$ cat config.mk
export PLATFORM = sky130hd
export DESIGN_NAME = tscb_ctrl
export DESIGN_NICKNAME = d
export VERILOG_FILES = /design/src/rtl/tscb_pkg.sv /design/src/rtl/tscb_ctrl.sv
export SDC_FILE = /design/constraint.sdc
export NUM_CORES = 1
export LEC_CHECK = 0
export BUFFER_PORTS_ARGS = -buffer_cell sky130_fd_sc_hd__clkbuf_2
export CAP_MARGIN = 30
export CORE_UTILIZATION = 63
export DETAILED_ROUTE_END_ITERATION = 8
export GPL_TIMING_DRIVEN = 1
export PLACE_DENSITY = 0.87
export SLEW_MARGIN = 40
export SYNTH_ARGS = -nofsm -noshare
export SYNTH_HDL_FRONTEND = slang
export SYNTH_SLANG_ARGS = --single-unit
$ cat constraint.sdc
create_clock -name clk -period 20.5 [get_ports clk]
set_input_delay 4.1 -clock clk [delete_from_list [all_inputs] [get_ports clk]]
set_output_delay 4.1 -clock clk [all_outputs]
set_load 0.01 [all_outputs]
$ cat src/rtl/tscb_pkg.sv
package tscb_pkg;

    typedef enum logic [2:0] {
        CMD_TYPE      = 3'd0,
        CMD_LEFT      = 3'd1,
        CMD_RIGHT     = 3'd2,
        CMD_HOME      = 3'd3,
        CMD_END       = 3'd4,
        CMD_BACKSPACE = 3'd5,
        CMD_TOGGLE    = 3'd6,
        CMD_READ      = 3'd7
    } cmd_t;

    localparam int unsigned IDX_W = 12;
    localparam int unsigned POS_W = 13;

    typedef struct packed {
        cmd_t             cmd;
        logic [7:0]       char_in;
        logic [IDX_W-1:0] read_index;
    } req_t;

    typedef struct packed {
        logic [7:0]       read_char;
        logic             read_valid;
        logic [POS_W-1:0] cursor_pos;
        logic [POS_W-1:0] text_length;
        logic             overwrite_on;
        logic             full_drop;
    } rsp_t;

endpackage

$ cat src/rtl/tscb_ctrl.sv
module tscb_ctrl #(
    parameter int unsigned CAPACITY = 4096,
    parameter int unsigned AW       = 12,
    parameter int unsigned CW       = 13
) (
    input  logic           clk,
    input  logic           rst_n,
    input  logic           req_valid,
    output logic           req_ready,
    input  tscb_pkg::req_t req,
    output logic           rsp_valid,
    input  logic           rsp_ready,
    output tscb_pkg::rsp_t rsp,
    output logic           b_en,
    output logic           b_we,
    output logic [AW-1:0]  b_addr,
    output logic [7:0]     b_wdata,
    input  logic [7:0]     b_rdata,
    output logic           a_en,
    output logic           a_we,
    output logic [AW-1:0]  a_addr,
    output logic [7:0]     a_wdata,
    input  logic [7:0]     a_rdata
);

    localparam int unsigned IW = (CW > tscb_pkg::IDX_W) ? CW : tscb_pkg::IDX_W;

    typedef enum logic [1:0] {
        S_IDLE,
        S_MOVE_RD,
        S_MOVE_WR,
        S_DONE
    } state_t;

    state_t         state_reg, state_next;
    logic [CW-1:0]  bc_reg, bc_next;
    logic [CW-1:0]  ac_reg, ac_next;
    logic           ovw_reg, ovw_next;
    logic           right_reg, right_next;
    logic           loop_reg, loop_next;
    logic           drop_reg, drop_next;
    logic           is_read_reg, is_read_next;
    logic           hit_reg, hit_next;
    logic           sel_a_reg, sel_a_next;
    logic           rsp_valid_reg, rsp_valid_next;
    tscb_pkg::rsp_t rsp_reg, rsp_next;

    logic           accept;
    logic [CW-1:0]  total;
    logic [IW-1:0]  idx_w;
    logic [IW-1:0]  bc_w;
    logic [IW-1:0]  ac_w;
    logic [IW-1:0]  idx_off;
    logic [CW-1:0]  src_cnt;
    logic [CW-1:0]  src_dec;

    assign req_ready = (state_reg == S_IDLE);
    assign accept    = req_valid && req_ready;
    assign total     = bc_reg + ac_reg;
    assign idx_w     = IW'(req.read_index);
    assign bc_w      = IW'(bc_reg);
    assign ac_w      = IW'(ac_reg);
    assign idx_off   = idx_w - bc_w;

    // shared step unit for the stack walk
    assign src_cnt   = right_reg ? ac_reg : bc_reg;
    assign src_dec   = src_cnt - CW'(1);

    always_comb
    begin
        b_en    = 1'b0;
        b_we    = 1'b0;
        b_addr  = AW'(bc_reg);
        b_wdata = req.char_in;
        a_en    = 1'b0;
        a_we    = 1'b0;
        a_addr  = AW'(ac_reg);
        a_wdata = b_rdata;

        state_next     = state_reg;
        bc_next        = bc_reg;
        ac_next        = ac_reg;
        ovw_next       = ovw_reg;
        right_next     = right_reg;
        loop_next      = loop_reg;
        drop_next      = drop_reg;
        is_read_next   = is_read_reg;
        hit_next       = hit_reg;
        sel_a_next     = sel_a_reg;
        rsp_valid_next = rsp_valid_reg && !rsp_ready;
        rsp_next       = rsp_reg;

        case (state_reg)
            S_IDLE:
            begin
                if (accept)
                begin
                    drop_next    = 1'b0;
                    is_read_next = 1'b0;
                    hit_next     = 1'b0;
                    sel_a_next   = 1'b0;
                    state_next   = S_DONE;
                    case (req.cmd)
                        tscb_pkg::CMD_TYPE:
                        begin
                            if (ovw_reg && (ac_reg != '0))
                            begin
                                b_en    = 1'b1;
                                b_we    = 1'b1;
                                ac_next = ac_reg - CW'(1);
                                bc_next = bc_reg + CW'(1);
                            end
                            else if (total >= CW'(CAPACITY))
                            begin
                                drop_next = 1'b1;
                            end
                            else
                            begin
                                b_en    = 1'b1;
                                b_we    = 1'b1;
                                bc_next = bc_reg + CW'(1);
                            end
                        end
                        tscb_pkg::CMD_LEFT, tscb_pkg::CMD_HOME:
                        begin
                            right_next = 1'b0;
                            loop_next  = (req.cmd == tscb_pkg::CMD_HOME);
                            if (bc_reg != '0)
                            begin
                                state_next = S_MOVE_RD;
                            end
                        end
                        tscb_pkg::CMD_RIGHT, tscb_pkg::CMD_END:
                        begin
                            right_next = 1'b1;
                            loop_next  = (req.cmd == tscb_pkg::CMD_END);
                            if (ac_reg != '0)
                            begin
                                state_next = S_MOVE_RD;
                            end
                        end
                        tscb_pkg::CMD_BACKSPACE:
                        begin
                            if (bc_reg != '0)
                            begin
                                bc_next = bc_reg - CW'(1);
                            end
                        end
                        tscb_pkg::CMD_TOGGLE:
                        begin
                            ovw_next = !ovw_reg;
                        end
                        tscb_pkg::CMD_READ:
                        begin
                            is_read_next = 1'b1;
                            if (idx_w < bc_w)
                            begin
                                b_en     = 1'b1;
                                b_addr   = AW'(idx_w);
                                hit_next = 1'b1;
                            end
                            else if (idx_off < ac_w)
                            begin
                                a_en       = 1'b1;
                                a_addr     = AW'(ac_w - IW'(1) - idx_off);
                                hit_next   = 1'b1;
                                sel_a_next = 1'b1;
                            end
                        end
                        default:
                        begin
                            state_next = S_DONE;
                        end
                    endcase
                end
            end
            S_MOVE_RD:
            begin
                if (right_reg)
                begin
                    a_en    = 1'b1;
                    a_addr  = AW'(src_dec);
                    ac_next = src_dec;
                end
                else
                begin
                    b_en    = 1'b1;
                    b_addr  = AW'(src_dec);
                    bc_next = src_dec;
                end
                state_next = S_MOVE_WR;
            end
            S_MOVE_WR:
            begin
                if (right_reg)
                begin
                    b_en    = 1'b1;
                    b_we    = 1'b1;
                    b_addr  = AW'(bc_reg);
                    b_wdata = a_rdata;
                    bc_next = bc_reg + CW'(1);
                end
                else
                begin
                    a_en    = 1'b1;
                    a_we    = 1'b1;
                    a_addr  = AW'(ac_reg);
                    a_wdata = b_rdata;
                    ac_next = ac_reg + CW'(1);
                end
                if (loop_reg && (src_cnt != '0))
                begin
                    state_next = S_MOVE_RD;
                end
                else
                begin
                    state_next = S_DONE;
                end
            end
            S_DONE:
            begin
                if (!rsp_valid_reg || rsp_ready)
                begin
                    rsp_next.read_valid   = is_read_reg && hit_reg;
                    rsp_next.read_char    = !(is_read_reg && hit_reg) ? 8'd0 :
                                            (sel_a_reg ? a_rdata : b_rdata);
                    rsp_next.cursor_pos   = tscb_pkg::POS_W'(bc_reg);
                    rsp_next.text_length  = tscb_pkg::POS_W'(total);
                    rsp_next.overwrite_on = ovw_reg;
                    rsp_next.full_drop    = drop_reg;
                    rsp_valid_next        = 1'b1;
                    state_next            = S_IDLE;
                end
            end
            default:
            begin
                state_next = S_IDLE;
            end
        endcase
    end

    always_ff @(posedge clk or negedge rst_n)
    begin
        if (!rst_n)
        begin
            state_reg     <= S_IDLE;
            bc_reg        <= '0;
            ac_reg        <= '0;
            ovw_reg       <= 1'b0;
            right_reg     <= 1'b0;
            loop_reg      <= 1'b0;
            drop_reg      <= 1'b0;
            is_read_reg   <= 1'b0;
            hit_reg       <= 1'b0;
            sel_a_reg     <= 1'b0;
            rsp_valid_reg <= 1'b0;
            rsp_reg       <= '0;
        end
        else
        begin
            state_reg     <= state_next;
            bc_reg        <= bc_next;
            ac_reg        <= ac_next;
            ovw_reg       <= ovw_next;
            right_reg     <= right_next;
            loop_reg      <= loop_next;
            drop_reg      <= drop_next;
            is_read_reg   <= is_read_next;
            hit_reg       <= hit_next;
            sel_a_reg     <= sel_a_next;
            rsp_valid_reg <= rsp_valid_next;
            rsp_reg       <= rsp_next;
        end
    end

    assign rsp_valid = rsp_valid_reg;
    assign rsp       = rsp_reg;

endmodule

Yosys cells after proc, flatten, opt, wreduce, memory -nomap -nowiden --
Cells that the tools add are included.
Cells by class: add/subtract/negate cells 8, $lt $le $gt $ge 3, eq/ne operators 21, mux-type cells 64, reductions and logical operators 25
Operators with widths (number):
- 13-bit 2-to-1 mux | 12
- 12-bit 2-to-1 mux | 9
- 13-bit case mux with 3 select lines | 2
- 12-bit case mux with 2 select lines | 2
- 13-bit nonzero test | 3
- 13-bit by 1-bit subtractor with 13-bit output, second input constant | 3
- 8-bit 2-to-1 mux | 4
- 13-bit by 1-bit adder with 13-bit output, second input constant | 2
- 13-bit case mux with 2 select lines | 1
- 1-bit 2-to-1 mux | 21
- 13-bit adder | 1
- 13-bit >= comparator, second input constant | 1
- 12-bit by 13-bit less-than comparator with 1-bit output | 1
- 13-bit less-than comparator | 1
- 12-bit by 13-bit subtractor with 13-bit output | 1
- 3-bit == test, second input constant | 4
- 12-bit subtractor | 1
- 2-bit 2-to-1 mux | 5
- 2-bit inequality test, second input constant | 5
- 1-bit case mux with 2 select lines | 4
- 2-bit case mux with 4 select lines | 1
- 7-bit AND reduction | 1
- 3-bit by 2-bit == test with 1-bit output, second input constant | 2
- 2-bit by 1-bit inequality test with 1-bit output, second input constant | 3
- 19 further kinds | 31
Word-level totals: flip-flop bits (word level) 73, bits of input ports 43, word-level logic and storage cells 138

Depth between registers and ports, before layout --
depth in word-level cells 7, mapped depth 20, mapped depth without buffers 19

Worst setup path after synthesis --
No wires, ideal clock.
kind input to output, from input req[0] (netlist name), to output a_addr[1], arrival 8.144 ns, required time 16.400 ns, setup slack 8.256 ns, stages on the path 20, cell sequence inv_1 > ha_1 > inv_1 > fa_1 > a21o_1 > a21o_1 > a21oi_1 > nand2_1 > a41o_1 > nor2_1 > xnor2_1 > ha_1 > a21o_1 > a21o_1 > a2111o_1 > a31oi_1 > or4b_2 > clkbuf_1 > mux2i_1 > o21ai_0
Between the ends: longest elaborated chain between the ends 7, elaborated cells on any way between the ends 9
RTL lines:
- from (decl) | RTL line tscb_ctrl.sv:10 | input tscb_pkg::req_t req,
- 12-bit by 13-bit subtractor with 13-bit output | RTL line tscb_ctrl.sv:63 | assign idx_off = idx_w - bc_w;
- 12-bit subtractor / 13-bit less-than comparator (equally long branches) | RTL line tscb_ctrl.sv:165, tscb_ctrl.sv:162
- 12-bit 2-to-1 mux | RTL line tscb_ctrl.sv:162 | else if (idx_off < ac_w)
- 12-bit 2-to-1 mux (*) | RTL line tscb_ctrl.sv:156 | if (idx_w < bc_w)
- 12-bit 2-to-1 mux (*) | RTL line tscb_ctrl.sv:103 | case (req.cmd)
- 12-bit 2-to-1 mux (*) | RTL line tscb_ctrl.sv:96 | if (accept)
- 12-bit case mux with 2 select lines (*) | RTL line tscb_ctrl.sv:93 | case (state_reg)
- to (decl) | RTL line tscb_ctrl.sv:21 | output logic [AW-1:0] a_addr,
Mark *: on every way between the ends. The rest lies on a longest branch, timed or not.

Final worst setup path --
Ends and elaborated chain as after synthesis.

==> results.toml <==
[logic_synthesis]
yosys.cell_types.count = 79
synth-seq-area-share_pct = 23.0
ys_ff_latch = 73
ys_warn_count = 0
syn_area_sq_mm = 0.00793
ys.flop_type = "dfrtp_1"
synth.avg_cell_area_sq_um = 7.86
synthesis.instances = 1009
synthArstFlopShare_pct = 100
synth_edf_count = 0
synth_nets = 1114

[place]
dpl.hpwl_mm = 17.6
place.gp.congestion = 0.982
io_buffer_count = 125

[route]
drc_errors = 0
drt_iter0_drc = 1154
firstDrtPassIters = 6
ant_nets = 0
routedWlPerCell_microns = 19.6
wl_mm = 24.5
via_per_inst = 6.68
via_count = 8341

[floorplanning]
initial_utilization_pct = 65.2
chipHeight_microns = 114
die_w_microns = 114
core_sq_mm = 0.0122
rows = 40
die_area_sq_mm = 0.0130
io_pins = 126

[clocking]
clk_pin_slew_ns = 0.06
cts_root_buffer = "clkbuf_16"
clock_sinks = 73
post_cts_resized = 0
cts_setup_buffers = 0
cts_made_buffers = 9
htree_num_levels = 3
cts_hold_buffers = 0
tritoncts = "done"
clk_latency_ns = 0.35
max-clock-path-buffers = 2

[timing]
slew-limit-headroom_pct = 45.6
whs_ns = 0.476
timing.fmax_ghz = 0.0780
tightestPinTransition_ns = 0.815
rsz0062_at_grt = "false"
finalHoldViolCount = 0
fin_worst_skew_ns = 0.00847
finalSetupViolations = 0
fin_crit_ns = 12.82
fin_setup_tns_ns = 0
slew_violations = 0
fin_crit_sh_pct = 62.6

[critical_path]
cp_cell_sequence = "clkbuf_2 -> inv_1 -> ha_1 -> inv_1 -> fa_1 -> a21o_1 -> a21o_1 -> a21oi_1 -> nand2_1 -> a41o_1 -> nor2_1 -> xnor2_1 -> ha_1 -> a21o_1 -> a21o_1 -> a2111o_1 -> a31oi_1 -> or4b_2 -> mux2i_1 -> o21ai_0 -> clkbuf_2"
cp.buffers_inverters = 4
slowest_delay_ns = 0.75
required_ns = 16.40
ff2ff_setup_slack_ns = 15.49
path_class = "primary input to output port"
path_max_fanout = 5
slowest_stage = "or4b_2"
cp.arrival_ns = 8.72
crit_family = "compound AO/OA/AOI/OAI gates"
worst_setup_path_end_kind = "output port"
critPathMostFrequentCell = "a21o_1"
critPathLaunchType = "primary input"

[global_route]
grt.overflow.total = 0
grt_pass1_vias = 7455
grt_first_pass_wirelength_mm = 38.2
grt_max_degree = 74
antenna_found_initial = 0
grt_use_total_pct = 37.6

[finish]
drive_gt1_share_pct = 16.9
final_cell_mix = "124 x clkbuf_2, 104 x o21ai_0, 99 x nand2_1"
diodes = 0
area_growth_pct = 10.9
largest_reg_flops = 37
nets = 1180
layout_commonest_cell = "clkbuf_2"

[min_path]
hp-class = "register to register"

[flow_run]
cap_violations = 0

[run_status]
status = "finished, final reports clean"
## final cells by class
type | instances | area, sq um
well taps | 168 | 210
inverters | 55 | 206
flip-flops and latches | 73 | 1830
repair buffers | 133 | 692
clock buffers | 10 | 239
fillers | 982 | 3370
multi-input cells | 803 | 5530
clock inverters | 6 | 91.3
## cell usage after synthesis, types with 3 or more instances
library cell,count,share of area (%)
or3_1,9,0.71
and3_1,5,0.39
dfrtp_1,73,23
buf_4,12,1.1
a21o_1,19,1.8
mux2_2,15,2.1
o32a_1,3,0.38
buf_1,3,0.14
inv_1,49,2.3
o31ai_1,13,1.2
o22ai_1,7,0.55
a31oi_1,14,1.1
o21bai_1,4,0.38
clkinv_1,6,0.28
nor3_1,28,1.8
ha_1,59,9.3
nor2_1,71,3.4
o21ai_0,104,6.6
o221ai_1,7,0.77
nor3b_1,3,0.28
a21oi_1,60,3.8
mux2i_1,36,4.5
nand3_1,22,1.4
and3_2,3,0.28
xnor2_1,62,6.8
nand2b_1,10,0.79
fa_1,3,0.76
nand4_1,13,1.0
o21a_1,7,0.66
nor4_1,8,0.63
nor2b_1,6,0.47
a211oi_1,9,0.85
a221oi_1,5,0.55
nand2_1,100,4.7
o211ai_1,5,0.47
a22oi_1,17,1.6
xor2_1,17,1.9
or4_1,4,0.38
buf_6,6,0.85
o41ai_1,5,0.55
clkbuf_1,49,2.3
buf_2,7,0.44
## layer usage
metal	GRT usage (%)	vias up	share of wire, %
met5	0	-	0
met3	6.46	125	11
met1	50.6	3850	40
met4	18.9	0	4.7
met2	58.4	567	44
li1	-	3799	-
## cells by family (layout without fill, tap and decap cells)
logic type               count (synthesis)  after routing  share of synthesized area (%)
XOR/XNOR                                80             80                           9.01
AND/OR/NAND/NOR                        299            299                           18.4
flip-flops                              73             73                           23.0
multiplexers                            51             51                           6.68
buffers and inverters                  133            204                           7.69
AO/OA/AOI/OAI                          311            311                           25.2
adder cells (fa/ha/maj)                 62             62                           10.1
## worst paths after layout
kind | startpoint | endpoint | depth (start not counted)
worst min-delay path | rsp[19] | rsp[19] | 2
min in group asynchronous | rst_n | ac_reg[8] | 1
worst min register to register | rsp[19] | rsp[19] | 2
worst max-delay path | req[0] | a_addr[1] | 21
max in group asynchronous | rst_n | rsp[35] | 1
worst max register to register | bc_reg[2] | sel_a_reg | 16
## worst register-to-register path, delay by kind of cell (launching register included)
kind                       cells  cell delay (ns)
AOI/OAI and AO/OA              8             1.88
xor gates and xnor gates       1             0.15
adders and majority gates      2             0.67
buffers and inverters          1             0.31
DFF                            1             0.76
and+or+nand+nor                4             1.17
## per-stage QoR
step | area (sq um) | cells | setup WS (ns) | util [%]
finish | 8790 | 1248 | 7.68 | 72.3
floorplan | 7930 | 1009 | 8.26 | -
CTS | 8790 | 1248 | 7.72 | 72.2
global route | 8790 | 1248 | 7.40 | 72.3
global placement | 8430 | 1232 | 7.81 | 69.3
detailed placement | 8460 | 1232 | 7.74 | 69.5
Power is left out: the tool's default activity adds up to more than one toggle a clock period on the data nets, which glitch-free logic cannot reach.
